## src/rtl/trbs_pkg.sv

```systemverilog
package trbs_pkg;

	// Ring geometry.
	localparam int CAPACITY = 16;
	localparam int IDX_W    = $clog2(CAPACITY);
	localparam int CNT_W    = $clog2(CAPACITY + 1);
	localparam int TIME_W   = 32;

	// Depth of the queue between the front and the back.
	localparam int QUEUE_DEPTH = 2;
	localparam int QPTR_W      = (QUEUE_DEPTH > 1) ? $clog2(QUEUE_DEPTH) : 1;
	localparam int QCNT_W      = $clog2(QUEUE_DEPTH + 1);

	// Result status codes.
	typedef enum logic [2:0] {
		STAT_STORED  = 3'd0,
		STAT_DROPPED = 3'd1,
		STAT_BRACKET = 3'd2,
		STAT_SINGLE  = 3'd3,
		STAT_EMPTY   = 3'd4,
		STAT_RANGE   = 3'd5
	} status_t;

	// Operation decoded by the front.
	typedef enum logic {
		OP_PUSH  = 1'b0,
		OP_QUERY = 1'b1
	} op_t;

	// Sequencer states of the back.
	typedef enum logic [2:0] {
		S_IDLE,
		S_PUSH,
		S_QOLD,
		S_QNEW,
		S_SRCH,
		S_DONE
	} state_t;

	// Incoming request as seen on the port.
	typedef struct packed {
		logic              mode;
		logic [TIME_W-1:0] time_value;
	} in_item_t;

	// Classified request held in the queue.
	typedef struct packed {
		op_t               op;
		logic [TIME_W-1:0] time_value;
	} req_t;

	// Result as seen on the port.
	typedef struct packed {
		logic [2:0]        status;
		logic [IDX_W-1:0]  write_slot;
		logic [IDX_W-1:0]  lower_slot;
		logic [IDX_W-1:0]  upper_slot;
		logic [TIME_W-1:0] lower_time;
		logic [TIME_W-1:0] upper_time;
		logic [CNT_W-1:0]  entry_count;
		logic [IDX_W-1:0]  newest_slot;
	} out_item_t;

	// Handshake between the queue and the back.
	typedef struct packed {
		logic valid;
		req_t head;
	} queue_out_t;

	// Handshake between the front and the queue.
	typedef struct packed {
		logic valid;
		req_t data;
	} front_out_t;

endpackage

```

## src/rtl/trbs_front.sv

```systemverilog
module trbs_front
	import trbs_pkg::*;
(
	input  logic       clk,
	input  logic       arst_n,
	input  logic       req_valid,
	output logic       req_stall,
	input  in_item_t   req_data,
	output front_out_t front,
	input  logic       queue_full
);

	logic front_valid_q;
	req_t front_data_q;

	// The front register holds while the queue cannot take its request.
	assign req_stall = front_valid_q && queue_full;

	// Register the request and decode its operation.
	always_ff @(posedge clk or negedge arst_n) begin
		if (!arst_n) begin
			front_valid_q <= 1'b0;
		end else if (!req_stall) begin
			front_valid_q <= req_valid;
		end
	end

	always_ff @(posedge clk) begin
		if (!req_stall && req_valid) begin
			front_data_q.op         <= req_data.mode ? OP_QUERY : OP_PUSH;
			front_data_q.time_value <= req_data.time_value;
		end
	end

	assign front.valid = front_valid_q;
	assign front.data  = front_data_q;

endmodule

```

## src/rtl/trbs_queue.sv

```systemverilog
module trbs_queue
	import trbs_pkg::*;
(
	input  logic       clk,
	input  logic       arst_n,
	input  front_out_t front,
	output logic       full,
	input  logic       pop,
	output queue_out_t qout
);

	req_t              entry_q [QUEUE_DEPTH];
	logic [QPTR_W-1:0] wr_ptr_q;
	logic [QPTR_W-1:0] rd_ptr_q;
	logic [QCNT_W-1:0] fill_q;
	logic              push;
	logic              do_pop;

	assign full   = (fill_q == QCNT_W'(QUEUE_DEPTH));
	assign push   = front.valid && !full;
	assign do_pop = pop && (fill_q != '0);

	// Pointer increment with wrap at the queue depth.
	function automatic logic [QPTR_W-1:0] bump(input logic [QPTR_W-1:0] p);
		logic [QPTR_W-1:0] r;
		if (p == QPTR_W'(QUEUE_DEPTH - 1)) begin
			r = '0;
		end else begin
			r = p + QPTR_W'(1);
		end
		return r;
	endfunction

	// Pointers and fill level.
	always_ff @(posedge clk or negedge arst_n) begin
		if (!arst_n) begin
			wr_ptr_q <= '0;
			rd_ptr_q <= '0;
			fill_q   <= '0;
		end else begin
			if (push) begin
				wr_ptr_q <= bump(wr_ptr_q);
			end
			if (do_pop) begin
				rd_ptr_q <= bump(rd_ptr_q);
			end
			if (push && !do_pop) begin
				fill_q <= fill_q + QCNT_W'(1);
			end else if (!push && do_pop) begin
				fill_q <= fill_q - QCNT_W'(1);
			end
		end
	end

	// Entry storage.
	always_ff @(posedge clk) begin
		if (push) begin
			entry_q[wr_ptr_q] <= front.data;
		end
	end

	assign qout.valid = (fill_q != '0);
	assign qout.head  = entry_q[rd_ptr_q];

endmodule

```

## src/rtl/trbs_back.sv

```systemverilog
module trbs_back
	import trbs_pkg::*;
(
	input  logic       clk,
	input  logic       arst_n,
	input  queue_out_t qout,
	output logic       pop,
	output logic       rsp_valid,
	input  logic       rsp_stall,
	output out_item_t  rsp_data
);

	// Timestamp memory, one write and one registered read port.
	logic [TIME_W-1:0] mem [CAPACITY];
	logic [TIME_W-1:0] rdata_q;

	state_t            state_q, state_d;
	req_t              item_q;
	logic [CNT_W-1:0]  count_q;
	logic [IDX_W-1:0]  oldest_q;
	logic [IDX_W-1:0]  lo_q, hi_q;
	logic [TIME_W-1:0] lo_time_q, hi_time_q;
	logic              res_valid_q;
	out_item_t         res_q;

	// Control decoded from the state.
	logic              rd_en;
	logic [IDX_W-1:0]  rd_addr;
	logic              we;
	logic [IDX_W-1:0]  waddr;
	logic              cnt_inc;
	logic              old_adv;
	logic              search_ld;
	logic [IDX_W-1:0]  lo_d, hi_d;
	logic [TIME_W-1:0] lo_time_d, hi_time_d;
	logic              finish;
	out_item_t         res_d;

	// Shared decisions.
	logic              out_free;
	logic [IDX_W-1:0]  newest_cur;
	logic              drop;
	logic              out_range;
	logic              qnew_final;
	logic [IDX_W-1:0]  mid_cur;
	logic [IDX_W-1:0]  sr_lo, sr_hi;
	logic [TIME_W-1:0] sr_lo_time, sr_hi_time;
	logic              sr_more;
	logic [IDX_W-1:0]  top_idx;

	// Logical index to physical slot, wrapping at the capacity.
	function automatic logic [IDX_W-1:0] phys(input logic [IDX_W-1:0] base,
	                                           input logic [IDX_W-1:0] logical);
		logic [IDX_W:0] sum;
		sum = {1'b0, base} + {1'b0, logical};
		if (sum >= (IDX_W+1)'(CAPACITY)) begin
			sum = sum - (IDX_W+1)'(CAPACITY);
		end
		return sum[IDX_W-1:0];
	endfunction

	// Midpoint of a search interval.
	function automatic logic [IDX_W-1:0] midpoint(input logic [IDX_W-1:0] lo,
	                                               input logic [IDX_W-1:0] hi);
		logic [IDX_W-1:0] span;
		span = hi - lo;
		return lo + (span >> 1);
	endfunction

	// True while the interval still has a point between its ends.
	function automatic logic open_gap(input logic [IDX_W-1:0] lo,
	                                  input logic [IDX_W-1:0] hi);
		return (({1'b0, lo} + (IDX_W+1)'(1)) < {1'b0, hi});
	endfunction

	assign out_free   = !res_valid_q || !rsp_stall;
	assign top_idx    = IDX_W'(count_q - CNT_W'(1));
	assign newest_cur = phys(oldest_q, top_idx);
	assign drop       = (count_q != '0) && (item_q.time_value <= rdata_q);
	assign out_range  = (item_q.time_value < lo_time_q) || (item_q.time_value > rdata_q);
	assign qnew_final = out_range || (count_q <= CNT_W'(2));

	// One halving step of the search, using the midpoint time just read.
	always_comb begin
		mid_cur    = midpoint(lo_q, hi_q);
		sr_lo      = lo_q;
		sr_hi      = hi_q;
		sr_lo_time = lo_time_q;
		sr_hi_time = hi_time_q;
		if (rdata_q <= item_q.time_value) begin
			sr_lo      = mid_cur;
			sr_lo_time = rdata_q;
		end else begin
			sr_hi      = mid_cur;
			sr_hi_time = rdata_q;
		end
		sr_more = open_gap(sr_lo, sr_hi);
	end

	// Next state.
	always_comb begin
		state_d = state_q;
		case (state_q)
			S_IDLE: begin
				if (qout.valid) begin
					state_d = (qout.head.op == OP_PUSH) ? S_PUSH : S_QOLD;
				end
			end
			S_PUSH: begin
				if (out_free) begin
					state_d = S_IDLE;
				end
			end
			S_QOLD: begin
				if (count_q != '0) begin
					state_d = S_QNEW;
				end else if (out_free) begin
					state_d = S_IDLE;
				end
			end
			S_QNEW: begin
				if (!qnew_final) begin
					state_d = S_SRCH;
				end else if (out_free) begin
					state_d = S_IDLE;
				end
			end
			S_SRCH: begin
				state_d = sr_more ? S_SRCH : S_DONE;
			end
			S_DONE: begin
				if (out_free) begin
					state_d = S_IDLE;
				end
			end
			default: state_d = S_IDLE;
		endcase
	end

	// Control and result assembly for each state.
	always_comb begin
		pop       = 1'b0;
		rd_en     = 1'b0;
		rd_addr   = '0;
		we        = 1'b0;
		waddr     = '0;
		cnt_inc   = 1'b0;
		old_adv   = 1'b0;
		search_ld = 1'b0;
		lo_d      = lo_q;
		hi_d      = hi_q;
		lo_time_d = lo_time_q;
		hi_time_d = hi_time_q;
		finish    = 1'b0;
		res_d     = '0;
		res_d.entry_count = count_q;
		res_d.newest_slot = (count_q != '0) ? newest_cur : '0;
		case (state_q)
			S_IDLE: begin
				if (qout.valid) begin
					pop     = 1'b1;
					rd_en   = 1'b1;
					rd_addr = (qout.head.op == OP_PUSH) ? newest_cur : oldest_q;
				end
			end
			S_PUSH: begin
				if (out_free) begin
					finish = 1'b1;
					if (drop) begin
						res_d.status = STAT_DROPPED;
					end else begin
						we = 1'b1;
						if (count_q < CNT_W'(CAPACITY)) begin
							waddr   = phys(oldest_q, IDX_W'(count_q));
							cnt_inc = 1'b1;
							res_d.entry_count = count_q + CNT_W'(1);
						end else begin
							waddr   = oldest_q;
							old_adv = 1'b1;
						end
						res_d.status      = STAT_STORED;
						res_d.write_slot  = waddr;
						res_d.newest_slot = waddr;
					end
				end
			end
			S_QOLD: begin
				if (count_q == '0) begin
					if (out_free) begin
						finish       = 1'b1;
						res_d.status = STAT_EMPTY;
					end
				end else begin
					search_ld = 1'b1;
					lo_time_d = rdata_q;
					rd_en     = 1'b1;
					rd_addr   = newest_cur;
				end
			end
			S_QNEW: begin
				if (out_range) begin
					if (out_free) begin
						finish       = 1'b1;
						res_d.status = STAT_RANGE;
					end
				end else if (count_q == CNT_W'(1)) begin
					if (out_free) begin
						finish           = 1'b1;
						res_d.status     = STAT_SINGLE;
						res_d.lower_slot = oldest_q;
						res_d.upper_slot = oldest_q;
						res_d.lower_time = lo_time_q;
						res_d.upper_time = lo_time_q;
					end
				end else if (count_q == CNT_W'(2)) begin
					if (out_free) begin
						finish           = 1'b1;
						res_d.status     = STAT_BRACKET;
						res_d.lower_slot = oldest_q;
						res_d.upper_slot = newest_cur;
						res_d.lower_time = lo_time_q;
						res_d.upper_time = rdata_q;
					end
				end else begin
					search_ld = 1'b1;
					lo_d      = '0;
					hi_d      = top_idx;
					hi_time_d = rdata_q;
					rd_en     = 1'b1;
					rd_addr   = phys(oldest_q, midpoint('0, top_idx));
				end
			end
			S_SRCH: begin
				search_ld = 1'b1;
				lo_d      = sr_lo;
				hi_d      = sr_hi;
				lo_time_d = sr_lo_time;
				hi_time_d = sr_hi_time;
				if (sr_more) begin
					rd_en   = 1'b1;
					rd_addr = phys(oldest_q, midpoint(sr_lo, sr_hi));
				end
			end
			S_DONE: begin
				if (out_free) begin
					finish           = 1'b1;
					res_d.status     = STAT_BRACKET;
					res_d.lower_slot = phys(oldest_q, lo_q);
					res_d.upper_slot = phys(oldest_q, hi_q);
					res_d.lower_time = lo_time_q;
					res_d.upper_time = hi_time_q;
				end
			end
			default: begin
				finish = 1'b0;
			end
		endcase
	end

	// Memory write and registered read.
	always_ff @(posedge clk) begin
		if (we) begin
			mem[waddr] <= item_q.time_value;
		end
		if (rd_en) begin
			rdata_q <= mem[rd_addr];
		end
	end

	// Control state: sequencer, ring pointers and result valid.
	always_ff @(posedge clk or negedge arst_n) begin
		if (!arst_n) begin
			state_q     <= S_IDLE;
			count_q     <= '0;
			oldest_q    <= '0;
			res_valid_q <= 1'b0;
		end else begin
			state_q <= state_d;
			if (cnt_inc) begin
				count_q <= count_q + CNT_W'(1);
			end
			if (old_adv) begin
				oldest_q <= phys(oldest_q, IDX_W'(1));
			end
			if (finish) begin
				res_valid_q <= 1'b1;
			end else if (!rsp_stall) begin
				res_valid_q <= 1'b0;
			end
		end
	end

	// Working registers of the current request and the result register.
	always_ff @(posedge clk) begin
		if (pop) begin
			item_q <= qout.head;
		end
		if (search_ld) begin
			lo_q      <= lo_d;
			hi_q      <= hi_d;
			lo_time_q <= lo_time_d;
			hi_time_q <= hi_time_d;
		end
		if (finish) begin
			res_q <= res_d;
		end
	end

	assign rsp_valid = res_valid_q;
	assign rsp_data  = res_q;

endmodule

```

## src/rtl/timestamp_ring_bracket_search.sv

```systemverilog
// A push reads the newest timestamp, then stores or drops its time. A query on an empty
// ring reports it as empty; else it reads the oldest and then the newest timestamp and,
// when in range over three or more entries, halves the interval with one read per step.
// The back works on one request at a time; the queue keeps accepting requests while the
// back is busy or stalled, until it is full.
// Reset clears the pointers, the entry count and all valid flags; no clearing pass is run.
module timestamp_ring_bracket_search
	import trbs_pkg::*;
(
	input  logic      clk,
	input  logic      arst_n,
	input  logic      req_valid,
	output logic      req_stall,
	input  in_item_t  req_data,
	output logic      rsp_valid,
	input  logic      rsp_stall,
	output out_item_t rsp_data
);

	front_out_t front;
	queue_out_t qout;
	logic       queue_full;
	logic       pop;

	// Accept and classify requests.
	trbs_front u_front (
		.clk        (clk),
		.arst_n     (arst_n),
		.req_valid  (req_valid),
		.req_stall  (req_stall),
		.req_data   (req_data),
		.front      (front),
		.queue_full (queue_full)
	);

	// Decouple the front from the back.
	trbs_queue u_queue (
		.clk    (clk),
		.arst_n (arst_n),
		.front  (front),
		.full   (queue_full),
		.pop    (pop),
		.qout   (qout)
	);

	// Ring storage, pushes and bracket search.
	trbs_back u_back (
		.clk       (clk),
		.arst_n    (arst_n),
		.qout      (qout),
		.pop       (pop),
		.rsp_valid (rsp_valid),
		.rsp_stall (rsp_stall),
		.rsp_data  (rsp_data)
	);

endmodule

```

## config.mk

```make
export PLATFORM = sky130hd
export DESIGN_NAME = timestamp_ring_bracket_search
export DESIGN_NICKNAME = d
export VERILOG_FILES = /design/src/rtl/trbs_pkg.sv /design/src/rtl/trbs_front.sv /design/src/rtl/trbs_queue.sv /design/src/rtl/trbs_back.sv /design/src/rtl/timestamp_ring_bracket_search.sv
export SDC_FILE = /design/constraint.sdc
export NUM_CORES = 1
export LEC_CHECK = 0
export BUFFER_PORTS_ARGS = -buffer_cell sky130_fd_sc_hd__buf_2
export CORE_ASPECT_RATIO = 0.6
export CORE_UTILIZATION = 45
export CTS_CLUSTER_DIAMETER = 60
export DETAILED_ROUTE_END_ITERATION = 6
export PLACE_DENSITY = 0.62
export SLEW_MARGIN = 10
export SYNTH_ARGS = -nofsm -noshare
export SYNTH_HDL_FRONTEND = slang
export SYNTH_SLANG_ARGS = --single-unit
```

## constraint.sdc

```tcl
create_clock -name clk -period 6.8 [get_ports clk]
set_input_delay 1.02 -clock clk [delete_from_list [all_inputs] [get_ports clk]]
set_output_delay 1.02 -clock clk [all_outputs]
set_load 0.05 [all_outputs]
```

== Yosys cells after proc, flatten, opt, wreduce, memory -nomap -nowiden ==
Memory sizes are Yosys's and may differ from the RTL's. A register that Yosys moved wholly into a read port is not among the register bits.
Cells that the tools add are included.
Storage, ports and cells
  register bits after elaboration: 243
  bits in writable memories: 578
  input port bits: 37
  word-level logic and storage cells: 212
  memories kept: 2
Operators by class
  add/sub/neg operators: 25
  magnitude comparators: 14
  eq/ne operators: 16
  mux-type cells: 104
  reduce and logical (&&, ||, !) cells: 28
Memories
  u_back.mem: depth 16, bits a word 32, read ports 1, clocked after memory_dff 1, write ports 1, RTL line trbs_back.sv:14  | logic [TIME_W-1:0] mem [CAPACITY];
  u_queue.entry_q: depth 2, bits a word 33, read ports 1, clocked after memory_dff 0, write ports 1, RTL line trbs_queue.sv:12  | req_t entry_q [QUEUE_DEPTH];
Operators with widths (number)
  $mux 72: 6
  $mux 32: 6
  $pmux 72 s2: 1
  $pmux 32 s2: 2
  $mux 4: 27
  $le 32x32->1: 2
  $ge 5x5->1 const B: 7
  $mux 1: 34
  $gt 32x32->1: 1
  $lt 32x32->1: 1
  $sub 4x1->4 const B: 8
  $mux 3: 10
  $mux 9: 3
  $add 4x4->5: 5
  $pmux 4 s2: 2
  $pmux 4 s4: 1
  $pmux 3 s5: 1
  $ne 2x2->1 const B: 6
  $pmux 3 s4: 1
  $add 4x1->5 const B: 2
  $mux 2: 5
  $mux 5: 2
  $add 4x3->4: 2
  $reduce_bool 2->1: 4
  29 further kinds: 48

== Logic depth before layout (Yosys ltp) ==
Gate-level depths: netlist of run 1.
  word-level depth: 10
  mapped depth: 28

== Cells and area by module ==
Synthesis of run 1 repeated with hierarchy kept, for this count alone.
Second synthesis, totals
  cells, all modules: 2506
  area total of the unflattened synthesis: 35942.0 um^2
Modules (own cells, without submodules)
  trbs_back: instances 1, cells an instance 2346, area an instance 32159.6 um^2, sequential area each 22426.5 um^2
  trbs_queue: instances 1, cells an instance 122, area an instance 2733.9 um^2, sequential area each 2082.0 um^2
  trbs_front: instances 1, cells an instance 38, area an instance 1048.5 um^2, sequential area each 1016.0 um^2

== Worst setup path before layout of run 1 ==
OpenSTA, ideal clock, no wires.
  path kind: flip-flop to flip-flop
  start: register u_back.item_q[14] (netlist bit)
  end: register u_back.rdata_q[10] (read register of u_back.mem), data pin
  setup time: 0.273 ns
  data arrival time: 5.752 ns
  setup slack: 0.775 ns
  stages on the path, launching flop included: 26
  path through: edfxtp_1 ha_1 a21oi_1 nand2_1 a21o_1 o41a_4 nor2_4 buf_1 nand2_1 o22ai_1 fa_1 inv_1 ha_1 inv_1 fa_1 inv_1 ha_1 a21o_1 a21oi_1 xnor2_1 xnor2_1 o21a_1 clkbuf_1 nor3_1 nor4_1 o211ai_1
On the way
  cells in the longest elaborated chain, start to end: 9
  elaborated cells between the ends (all ways): 20
  those cells by class: add/sub (5); order compare (5); mux (9); reduce/logical (1)
RTL lines
  from (decl): RTL line trbs_back.sv:18  | req_t item_q;
  from (signal assigned): RTL line trbs_back.sv:296  | item_q <= qout.head;
  $le 32x32->1: RTL line trbs_back.sv:90  | if (rdata_q <= item_q.time_value) begin
  $mux 4: RTL line trbs_back.sv:90
  $sub 4x4->4: RTL line trbs_back.sv:66  | span = hi - lo;
  $add 4x3->4: RTL line trbs_back.sv:67  | return lo + (span >> 1);
  $add 4x4->5: RTL line trbs_back.sv:55  | sum = {1'b0, base} + {1'b0, logical};
  $sub 4x1->4 or $ge 5x5->1 (tied branches): RTL line trbs_back.sv:57, trbs_back.sv:56
  $mux 4: RTL line trbs_back.sv:56  | if (sum >= (IDX_W+1)'(CAPACITY)) begin
  $mux 4: RTL line trbs_back.sv:239  | if (sr_more) begin
  $pmux 4 s4: RTL line trbs_back.sv:158  | case (state_q)
  to (decl): RTL line trbs_back.sv:15  | logic [TIME_W-1:0] rdata_q;
Parallel ways exist; a longest one is shown, timed or not.
A chain may end at the register's enable or synchronous reset.

== Worst setup path in the final report of run 1 ==
  start: register u_back.rdata_q[21] (read register of u_back.mem)
  end: register u_back.rdata_q[9] (read register of u_back.mem), data pin
On the way
  cells in the longest elaborated chain, start to end: 9
  elaborated cells between the ends (all ways): 19
  those cells by class: add/sub (5); order compare (4); mux (9); reduce/logical (1)
RTL lines
  $le 32x32->1 (*): RTL line trbs_back.sv:90
  $mux 4 (*): RTL line trbs_back.sv:90
  net u_back.sr_lo[1]: RTL line trbs_back.sv:46  | logic [IDX_W-1:0] sr_lo, sr_hi;
  $sub 4x4->4: RTL line trbs_back.sv:66
  $add 4x3->4: RTL line trbs_back.sv:67
  $add 4x4->5: RTL line trbs_back.sv:55
  $sub 4x1->4 or $ge 5x5->1 (tied branches): RTL line trbs_back.sv:57, trbs_back.sv:56
  $mux 4: RTL line trbs_back.sv:56
  $mux 4: RTL line trbs_back.sv:239
  $pmux 4 s4: RTL line trbs_back.sv:158
Mark *: on every way through the listed nets, which the timed path passes. The rest lies on a longest branch.

==> impl_metrics.json, run 1 <==
{
  "antenna_left": 0,
  "cts_hold_buffers": 0,
  "drc": 0,
  "worst-r2r-cell-count": 25,
  "synthSimpleGateAreaFrac_pct": 9.55,
  "grt_pass1_wl_um": 136000,
  "finalSetupTns_ps": 0,
  "grt_pass1_vias": 20736,
  "die_area_um2": 80100,
  "synth_edf_count": 835,
  "r2r_slack_ps": 320,
  "ctsHtreeMaxLevel": 3,
  "worst-path-buf-inv": 9,
  "path_delay_family": "adder cells",
  "synth_cell_types": 69,
  "crit_path_start_kind": "register",
  "gr-total-overflow": 0,
  "cts_tree": "done",
  "syn_area_per_cell_um2": 14.6,
  "setup_ws_ps": 320,
  "fp-row-count": 79,
  "worst_clock_skew_ps": 29.8,
  "path_class": "reg -> reg",
  "synth-seq-cells": 853,
  "wl_per_cell_um": 24.7,
  "grt_max_degree": 52,
  "place_inst": 3627,
  "antenna_found_initial": 0,
  "initial_core_util_pct": 45.7,
  "worstReg2RegStart": "u_back.rdata_q[21]$_DFFE_PP_",
  "drtIter0Drc": 2351,
  "core_um2": 77800,
  "reg2reg_to": "u_back.rdata_q[9]$_DFFE_PP_",
  "io_buffers": 126,
  "viasPerCell": 5.72,
  "synth_xor_area_share_pct": 1.10,
  "slowest_stage": "a221oi_2",
  "die_w_um": 365,
  "max_stage_delay_ps": 580,
  "period_share_pct": 95.3,
  "synthCells": 2429,
  "rsz0062_at_grt": "false",
  "dieHeight_um": 220,
  "track_usage_pct": 23.3,
  "cts_buffers": 74,
  "layout.nets": 2800,
  "fin_cells": 3757,
  "synth_compound_area_share_pct": 5.88,
  "synthesis.area_um2": 35500,
  "hold_viol_final": 0,
  "path_depth": 25,
  "outcome": "finished, final reports clean",
  "synth-main-ff-cell": "edfxtp_1",
  "preCtsSetupSlack_ps": 128,
  "clockBufferDepth": 3,
  "yosysWarnings": 0,
  "post_cts_buffers": 0,
  "async_flop_share_pct": 2.11,
  "cts.sinks": 853,
  "clk_pin_slew_worst_paths_ps": 70,
  "insertion_delay_ps": 650,
  "final_layout_size_suffix_gt1_share_pct": 16.2,
  "cts_root_buf": "clkbuf_16",
  "diodes": 0,
  "endpoint": "u_back.rdata_q[9]$_DFFE_PP_",
  "area_delta_synth_final_pct": 14.6,
  "syn_nets": 2579,
  "synth-seq-area-share_pct": 71.8,
  "worstMarginPinSlew_ps": 1160,
  "crit_fanout": 16,
  "slew_headroom_pct": 22.6,
  "end_kind": "register",
  "drv_slew": 0,
  "routed_wirelength_um": 92800,
  "max-cap-violations": 0,
  "hpwl_um": 58500,
  "setup_viol": 0,
  "critPathLaunch": "u_back.rdata_q[21]$_DFFE_PP_",
  "worstPathArrival_ps": 6840,
  "synthAdderAreaFrac_pct": 4.19,
  "max_freq_mhz": 154,
  "cp.required_ps": 7160,
  "synth_top_family_by_area": "simple AND/OR/NAND/NOR gates",
  "boundaryPins": 127,
  "firstDrtPassIters": 5,
  "place.gp.congestion": 0.899,
  "muxShareOfSynthArea_pct": 4.86,
  "min_period_ps": 6480,
  "route.vias.total": 21489,
  "hold_class": "in -> async"
}
-- synth_stat cells (17+ instances only) --
master / instances / area share (%)
mux2i_1: 133 / 3.7
clkbuf_1: 57 / 0.60
nand3_1: 108 / 1.5
nand4_1: 20 / 0.35
o211ai_1: 34 / 0.72
a22oi_1: 38 / 0.80
mux2_2: 35 / 1.1
nor3_1: 138 / 1.9
o21ai_0: 57 / 0.80
ha_1: 103 / 3.6
buf_2: 45 / 0.63
a32o_1: 32 / 0.90
nand2_1: 319 / 3.4
and2_1: 36 / 0.63
inv_1: 99 / 1.0
nor2_1: 46 / 0.49
edfxtp_1: 835 / 71
a21oi_1: 73 / 1.0
xnor2_1: 33 / 0.81
dfrtp_1: 18 / 1.3
nor4_1: 35 / 0.62
a21o_1: 17 / 0.36
-- sequential cells by signal, summed over array words and instances, names as in the netlist, 5 cells and up --
signal,count
u_back.lo_time_q,32
u_queue.entry_q,66
u_back.mem,512
u_back.rdata_q,32
u_back.hi_time_q,32
u_back.count_q,5
u_back.rsp_data,88
u_back.item_q,32
u_front.front,33
-- kinds of logic after synthesis --
logic type / after synthesis
AO/OA/AOI/OAI: 302
XOR/XNOR: 43
buffers and inverters: 219
flip-flops: 853
AND/OR/NAND/NOR: 731
multiplexers: 168
adder cells (fa/ha/maj): 113
-- area by class of cell --
class | instances | area (um2)
fillers | 6401 | 37100
flip-flops and latches | 853 | 25500
multi-input cells | 1357 | 9280
repair buffers | 265 | 2000
clock buffers | 94 | 1960
well taps | 1053 | 1320
inverters | 99 | 372
clock inverters | 36 | 292
-- per-layer routing --
layer / GRT usage (%) / wire length, um / up-vias
li1: - / - / 9637
met2: 34.7 / 40500 / 890
met4: 5.00 / 1420 / 0
met5: 0 / 0 / -
met1: 35.4 / 43000 / 10856
met3: 4.70 / 7860 / 106
-- stage by stage --
step | hold slack (ps) | instance area [um2] | utilization, %
finish | 358 | 40700 | 52.4
global route | 359 | 40700 | 52.4
CTS | 313 | 40700 | 52.3
detailed placement | 429 | 38500 | 49.5
global placement | 424 | 38500 | 49.5
floorplan | 421 | 35500 | -
-- timing repair --
action,in CTS,in global routing
hold endpoints to repair,0,0
setup endpoints to repair,0,32
gates resized for setup,0,4
-- placed cells by master (no fill, tap or decap), drive strengths merged, types with 9 or more instances in the layout --
master	netlist	layout
dfrtp	18	18
nand3	108	108
buf	63	265
inv	99	101
a21o	17	17
nor4	36	36
mux2i	133	133
ha	103	103
o21ai	61	61
o211ai	34	34
a22oi	38	38
nand2	319	319
nor3	139	139
and2	36	36
fa	10	10
xnor2	33	33
clkbuf	57	94
nor2	48	48
nand4	20	20
a21oi	73	73
edfxtp	835	835
xor2	9	9
mux2	35	35
a32o	32	32
clkinv	0	27
-- worst min-delay path by stage --
stage / from / cells after the start / to
global placement: u_front.front[24]$_DFFE_PP_ / 0 / u_queue.entry_q[0][24]$_DFFE_PP_
global route: arst_n / 1 / u_back.state_q[0]$_DFFE_PN0P_
CTS: arst_n / 1 / u_back.state_q[0]$_DFFE_PN0P_
finish: arst_n / 1 / u_back.state_q[0]$_DFFE_PN0P_
detailed placement: u_front.front[19]$_DFFE_PP_ / 0 / u_queue.entry_q[1][19]$_DFFE_PP_
floorplan: u_front.front[0]$_DFFE_PP_ / 0 / u_queue.entry_q[0][0]$_DFFE_PP_
Power of run 1 is left out: the tool's default activity adds up to more than one toggle a clock period on the data nets, which glitch-free logic cannot reach.
==> run 2: changes to the inputs <==
--- a/config.mk
+++ b/config.mk
@@ -10,7 +10,7 @@
 export CORE_UTILIZATION = 45
 export CTS_CLUSTER_DIAMETER = 60
 export DETAILED_ROUTE_END_ITERATION = 6
-export PLACE_DENSITY = 0.62
+export PLACE_DENSITY = 0.69
 export SLEW_MARGIN = 10
 export SYNTH_ARGS = -nofsm -noshare
 export SYNTH_HDL_FRONTEND = slang
==> run 2 against run 1 <==
  * First-iteration DRC count rose by 11%
  * Final cell count fell by 0.61%
  * Flip-flop and latch count did not move
  * Via count is 0.83% higher
  * Critical path depth shrank 3
  * Register-to-register slack worse by 40 ps
  * Non-clock buffer count fell by 22
  * Core utilization fell by 0.11 points
  * Count of clock-buffer cells in the layout decreased by 13
==> impl_metrics.json, run 2 (same netlist as run 1, synthesis figures left out) <==
{
  "worst_clock_skew_ps": 22.7,
  "place.gp.congestion": 0.880,
  "drv_slew": 0,
  "regMostFlops": "u_back.mem",
  "track_usage_pct": 22.5,
  "firstDrtPassIters": 5,
  "antenna_found_initial": 0,
  "largest_reg_flops": 512,
  "path_class": "reg -> reg",
  "dieHeight_um": 220,
  "max_freq_mhz": 153,
  "insertion_delay_ps": 640,
  "drtIter0Drc": 2609,
  "diodes": 0,
  "antenna_left": 0,
  "min_period_ps": 6520,
  "wl_met2_um": 38100,
  "area_delta_synth_final_pct": 14.4,
  "final_cell_mix": "835 x edfxtp_1, 317 x nand2_1, 133 x mux2i_1",
  "route.met3.wl_um": 9490,
  "boundaryPins": 127,
  "gr-total-overflow": 0,
  "cts_hold_buffers": 0,
  "outcome": "finished, final reports clean",
  "route.vias.total": 21668,
  "hold_class": "in -> async",
  "highest_layer": "met4",
  "max-cap-violations": 0,
  "period_share_pct": 95.9,
  "cts_root_buf": "clkbuf_16",
  "routed_wirelength_um": 90400,
  "layout.nets": 2775,
  "end_kind": "register",
  "initial_core_util_pct": 45.7,
  "fin_util_pct": 52.3,
  "cts_tree": "done",
  "grt_pass1_vias": 20833,
  "timing.hold.ws_ps": 345,
  "cp.required_ps": 7140,
  "viasPerCell": 5.80,
  "place_inst": 3603,
  "core_um2": 77800,
  "fin_cells": 3734,
  "clockBufferDepth": 3,
  "final_layout_size_suffix_gt1_share_pct": 16.1,
  "worstMarginPinSlew_ps": 1190,
  "met1Wirelength_um": 40700,
  "nFillCells": 6234,
  "hold_viol_final": 0,
  "worstReg2RegStart": "u_back.rdata_q[23]$_DFFE_PP_",
  "io_buffers": 126,
  "mostFrequentLayoutCell": "edfxtp_1",
  "setup_ws_ps": 281,
  "preCtsSetupSlack_ps": -155,
  "r2r_slack_ps": 280,
  "die_w_um": 365,
  "slew_headroom_pct": 20.3,
  "endpoint": "u_back.rdata_q[21]$_DFFE_PP_",
  "grt_max_degree": 63,
  "die_area_um2": 80100,
  "cts.sinks": 853,
  "seqCellArea_um2": 25500,
  "reg2reg_to": "u_back.rdata_q[21]$_DFFE_PP_",
  "fp-row-count": 79,
  "worst-r2r-cell-count": 22,
  "grt_pass1_wl_um": 132000,
  "drc": 0,
  "crit_path_start_kind": "register",
  "hpwl_um": 56200,
  "ctsHtreeMaxLevel": 3,
  "worstPathArrival_ps": 6860,
  "setup_viol": 0,
  "crit_fanout": 40,
  "cts_buffers": 71,
  "clk_pin_slew_worst_paths_ps": 70,
  "critPathLaunch": "u_back.rdata_q[23]$_DFFE_PP_",
  "wl_per_cell_um": 24.2,
  "multiInputGateArea_um2": 9290
}
==> run 2: critical path, stage by stage, from the launching register on <==
cell and delay (ps):
edfxtp_1 390, inv_1 60, ha_1 330, a21oi_1 170, o21ai_0 240, a221oi_4 560, nand3_2 250, nor2_4 210
buf_4 170, mux2i_1 260, buf_4 180, inv_1 60, and3_1 170, xnor2_1 130, ha_1 310, nand3_1 110
a211o_1 370, a31oi_4 940, buf_12 350, mux2i_1 220, nor3_1 70, nor4_2 380, o211ai_1 240
==> run 2: layer usage <==
metal | vias to the layer above | global-route usage (%)
li1 | 9577 | -
met4 | 0 | 6.83
met2 | 1222 | 32.0
met3 | 157 | 4.16
met1 | 10712 | 34.7
met5 | - | 0
==> run 2: final cells by class <==
type	count	share of cell area, %
sequential	853	62.8
multi-input combinational	1357	22.9
clock buffer	81	4.52
timing repair buffer	243	4.30
tap	1053	3.24
clock inverter	48	1.39
inverter	99	0.914
==> run 2: per-stage QoR <==
stage / instance area (um2) / setup TNS [ps]
global placement: 38200 / -134
floorplan: 35500 / 0
detailed placement: 38200 / -155
CTS: 40600 / 0
finish: 40700 / 0
global route: 40700 / -84.9
==> run 2: timing repair <==
item                                    in CTS  in global routing
setup buffers                                0                  2
pin swaps                                    0                  2
endpoints found under the hold margin        0                  0
resized for setup                            1                  5
endpoints found under the setup margin       9                 32
cloned                                       0                  0
==> run 2: worst min path at each step <==
stage / cells past startpoint / to / from / slack (ps)
floorplan: 0 / u_queue.entry_q[0][0]$_DFFE_PP_ / u_front.front[0]$_DFFE_PP_ / 420
global placement: 0 / u_queue.entry_q[1][0]$_DFFE_PP_ / u_front.front[0]$_DFFE_PP_ / 420
detailed placement: 0 / u_queue.entry_q[0][22]$_DFFE_PP_ / u_front.front[22]$_DFFE_PP_ / 430
CTS: 1 / u_front.front_valid_q$_DFFE_PN0N_ / arst_n / 320
global route: 1 / u_front.front_valid_q$_DFFE_PN0N_ / arst_n / 350
finish: 1 / u_front.front_valid_q$_DFFE_PN0N_ / arst_n / 350
Power of run 2 is left out for the same reason.
==> run 3: changes to the inputs <==
--- a/config.mk
+++ b/config.mk
@@ -5,6 +5,7 @@
 export SDC_FILE = /design/constraint.sdc
 export NUM_CORES = 1
 export LEC_CHECK = 0
+export ABC_AREA = 1
 export BUFFER_PORTS_ARGS = -buffer_cell sky130_fd_sc_hd__buf_2
 export CORE_ASPECT_RATIO = 0.6
 export CORE_UTILIZATION = 45
==> run 3 against run 2 <==
  * Clock skew rose by 5.4 ps
  * Final cell count increased by 25%
  * Sequential share of layout area down 3.5 points
  * Setup slack improved by 220 ps
  * Synthesized area up 8.8%
  * Synthesized cell count grew 41%
  * Critical path depth increased by 1
  * Core utilization shrank 1.1 points
  * Largest cell class unchanged
  * Non-clock buffer count decreased by 49
  * Die area grew 8.7%
==> impl_metrics.json, run 3 <==
{
  "drtIter0Drc": 4402,
  "worstMarginPinSlew_ps": 1220,
  "path_common_cell": "nand2_1",
  "synth_area_leader_cell": "edfxtp_1",
  "worst_clock_skew_ps": 28.1,
  "gr-total-overflow": 0,
  "syn_area_per_cell_um2": 11.3,
  "fp-row-count": 82,
  "outcome": "finished, final reports clean",
  "cts_resized": 0,
  "die_area_um2": 87100,
  "end_kind": "register",
  "core_um2": 84200,
  "viasPerCell": 5.73,
  "rsz0062_at_grt": "false",
  "async_flop_share_pct": 2.11,
  "finalSetupTns_ps": 0,
  "initial_core_util_pct": 45.9,
  "antenna_left": 0,
  "grt_max_degree": 213,
  "regMostFlops": "u_back.mem",
  "place.gp.congestion": 0.941,
  "largest_reg_flops": 512,
  "clockBufferDepth": 3,
  "fin_area_um2": 43100,
  "dpl_cell_area_um2": 40700,
  "synth-main-ff-cell": "edfxtp_1",
  "synthAdderAreaFrac_pct": 3.85,
  "slowest_stage": "edfxtp_1",
  "yosysMostFrequentCell": "edfxtp_1",
  "cts_buffers": 74,
  "setup_viol": 0,
  "die_w_um": 380,
  "synth_area_leaders": "edfxtp_1 65%, inv_1 6.4%, nand3_1 6.0%",
  "synthSimpleGateAreaFrac_pct": 16.1,
  "drc": 0,
  "ctsHtreeMaxLevel": 3,
  "cts.sinks": 853,
  "max_freq_mhz": 159,
  "route.vias.total": 26850,
  "final_cell_mix": "835 x edfxtp_1, 663 x inv_1, 466 x nand3_1",
  "multiInputGateArea_um2": 9990,
  "slew_headroom_pct": 18.6,
  "cts_tree": "done",
  "min_period_ps": 6300,
  "synth-seq-cells": 853,
  "path_class": "reg -> reg",
  "syn_nets": 3575,
  "synthesis.area_um2": 38600,
  "routed_wirelength_um": 110000,
  "synthCells": 3425,
  "crit_fanout": 96,
  "hpwl_um": 63000,
  "hold_class": "in -> async",
  "insertion_delay_ps": 650,
  "wl_per_cell_um": 23.4,
  "synth_top_family_by_area": "simple AND/OR/NAND/NOR gates",
  "grt_pass1_wl_um": 161000,
  "muxShareOfSynthArea_pct": 0.932,
  "grt_pass1_vias": 24562,
  "synth_top_cell_area_share_pct": 64.9,
  "cts_hold_buffers": 0,
  "hold_viol_final": 0,
  "critPathLaunch": "u_back.item_q[25]$_DFFE_PP_",
  "layout.nets": 3650,
  "firstDrtPassIters": 7,
  "dieHeight_um": 229,
  "diodes": 0,
  "period_share_pct": 92.6,
  "final_layout_size_suffix_gt1_share_pct": 10.5,
  "boundaryPins": 127,
  "nFillCells": 7227,
  "synth_cell_types": 51,
  "clk_pin_slew_worst_paths_ps": 70,
  "max-cap-violations": 0,
  "max_stage_delay_ps": 1080,
  "track_usage_pct": 24.8,
  "drv_slew": 0,
  "synth_common_cells": "835 x edfxtp_1, 664 x inv_1, 467 x nand3_1",
  "worstPathArrival_ps": 6810,
  "post_cts_buffers": 0,
  "area_delta_synth_final_pct": 11.5,
  "worstReg2RegStart": "u_back.item_q[25]$_DFFE_PP_",
  "synth_edf_count": 835,
  "antenna_found_initial": 2,
  "mostFrequentLayoutCell": "edfxtp_1",
  "io_buffers": 126,
  "crit_path_start_kind": "register",
  "synth_xor_area_share_pct": 0.929,
  "cp.required_ps": 7320,
  "crit_chain": "ha_1 > a21oi_1 > o21ai_1 > nand2_1 > nand2_1 > a21oi_2 > nand3_4 > o21ai_0 > fa_1 > inv_1 > ha_1 > inv_1 > fa_1 > fa_1 > inv_1 > nand4_1 > nand2_1 > nor2_4 > buf_12 > nand3_1 > nand3_1 > nand3_1 > nand2_1",
  "synth-seq-area-share_pct": 66.0,
  "synth_compound_area_share_pct": 3.44,
  "yosysWarnings": 0,
  "cts_root_buf": "clkbuf_16",
  "seqCellArea_um2": 25500
}
==> run 3: changes by cell type in the layout (fill, tap and decap cells not counted), moves of 38 or more <==
cell | previous run | this run
mux2i_1 | 133 | 0
inv_1 | 99 | 663
nand3_1 | 107 | 466
a21oi_1 | 73 | 118
nand2_1 | 317 | 447
nor3_1 | 130 | 8
buf_4 | 98 | 60
nand4_1 | 20 | 268
==> run 3: area by class of cell <==
cell class	count	share of cell area, %
flip-flops and latches	853	59.3
inverters	668	5.83
well taps	1134	3.29
multi-input cells	1709	23.2
clock inverters	32	0.950
clock buffers	96	4.59
repair buffers	194	2.88
==> run 3: worst max-delay path, delay by kind of cell (launching register included) <==
kind	cells	cell delay, ps
AND/OR/NAND/NOR	10	1160
adder cells (fa/ha/maj)	5	2120
buffers and inverters	4	650
AO/OA/AOI/OAI	4	1080
flip-flops	1	1080
==> run 3: kinds of logic after synthesis <==
group                    Yosys count
buffers and inverters            863
multiplexers                      32
flip-flops                       853
XOR/XNOR                          41
AND/OR/NAND/NOR                 1302
adder cells (fa/ha/maj)          113
AO/OA/AOI/OAI                    221
==> run 3: layer usage <==
layer	GRT usage, %	up-vias	part of all wire, %
met5	0.218	-	0.023
met4	6.17	2	2.0
met3	9.44	162	16
met2	32.2	1888	39
met1	38.2	12799	43
li1	-	11999	-
==> run 3: worst paths after layout <==
path	slack, ps	cells after the start	to
min reg2reg	450	0	u_queue.entry_q[1][14]$_DFFE_PP_
max	500	23	u_back.rdata_q[17]$_DFFE_PP_
min	310	1	u_back.count_q[3]$_DFFE_PN0P_
min in group clk	450	0	u_queue.entry_q[1][14]$_DFFE_PP_
max in group asynchronous	6180	1	u_back.state_q[0]$_DFFE_PN0P_
max reg2reg	500	23	u_back.rdata_q[17]$_DFFE_PP_
==> run 3: through the flow <==
stage          setup slack, ps  utilization [%]  hold slack [ps]  instances
3_3_place_gp               890             48.3              424       4558
6_report                   504             51.1              310       4686
5_1_grt                    191             51.1              336       4686
3_5_place_dp               752             48.3              430       4558
4_1_cts                    709             51.1              294       4686
2_1_floorplan             1270                -              421       3425
Power of run 3 is left out for the same reason.
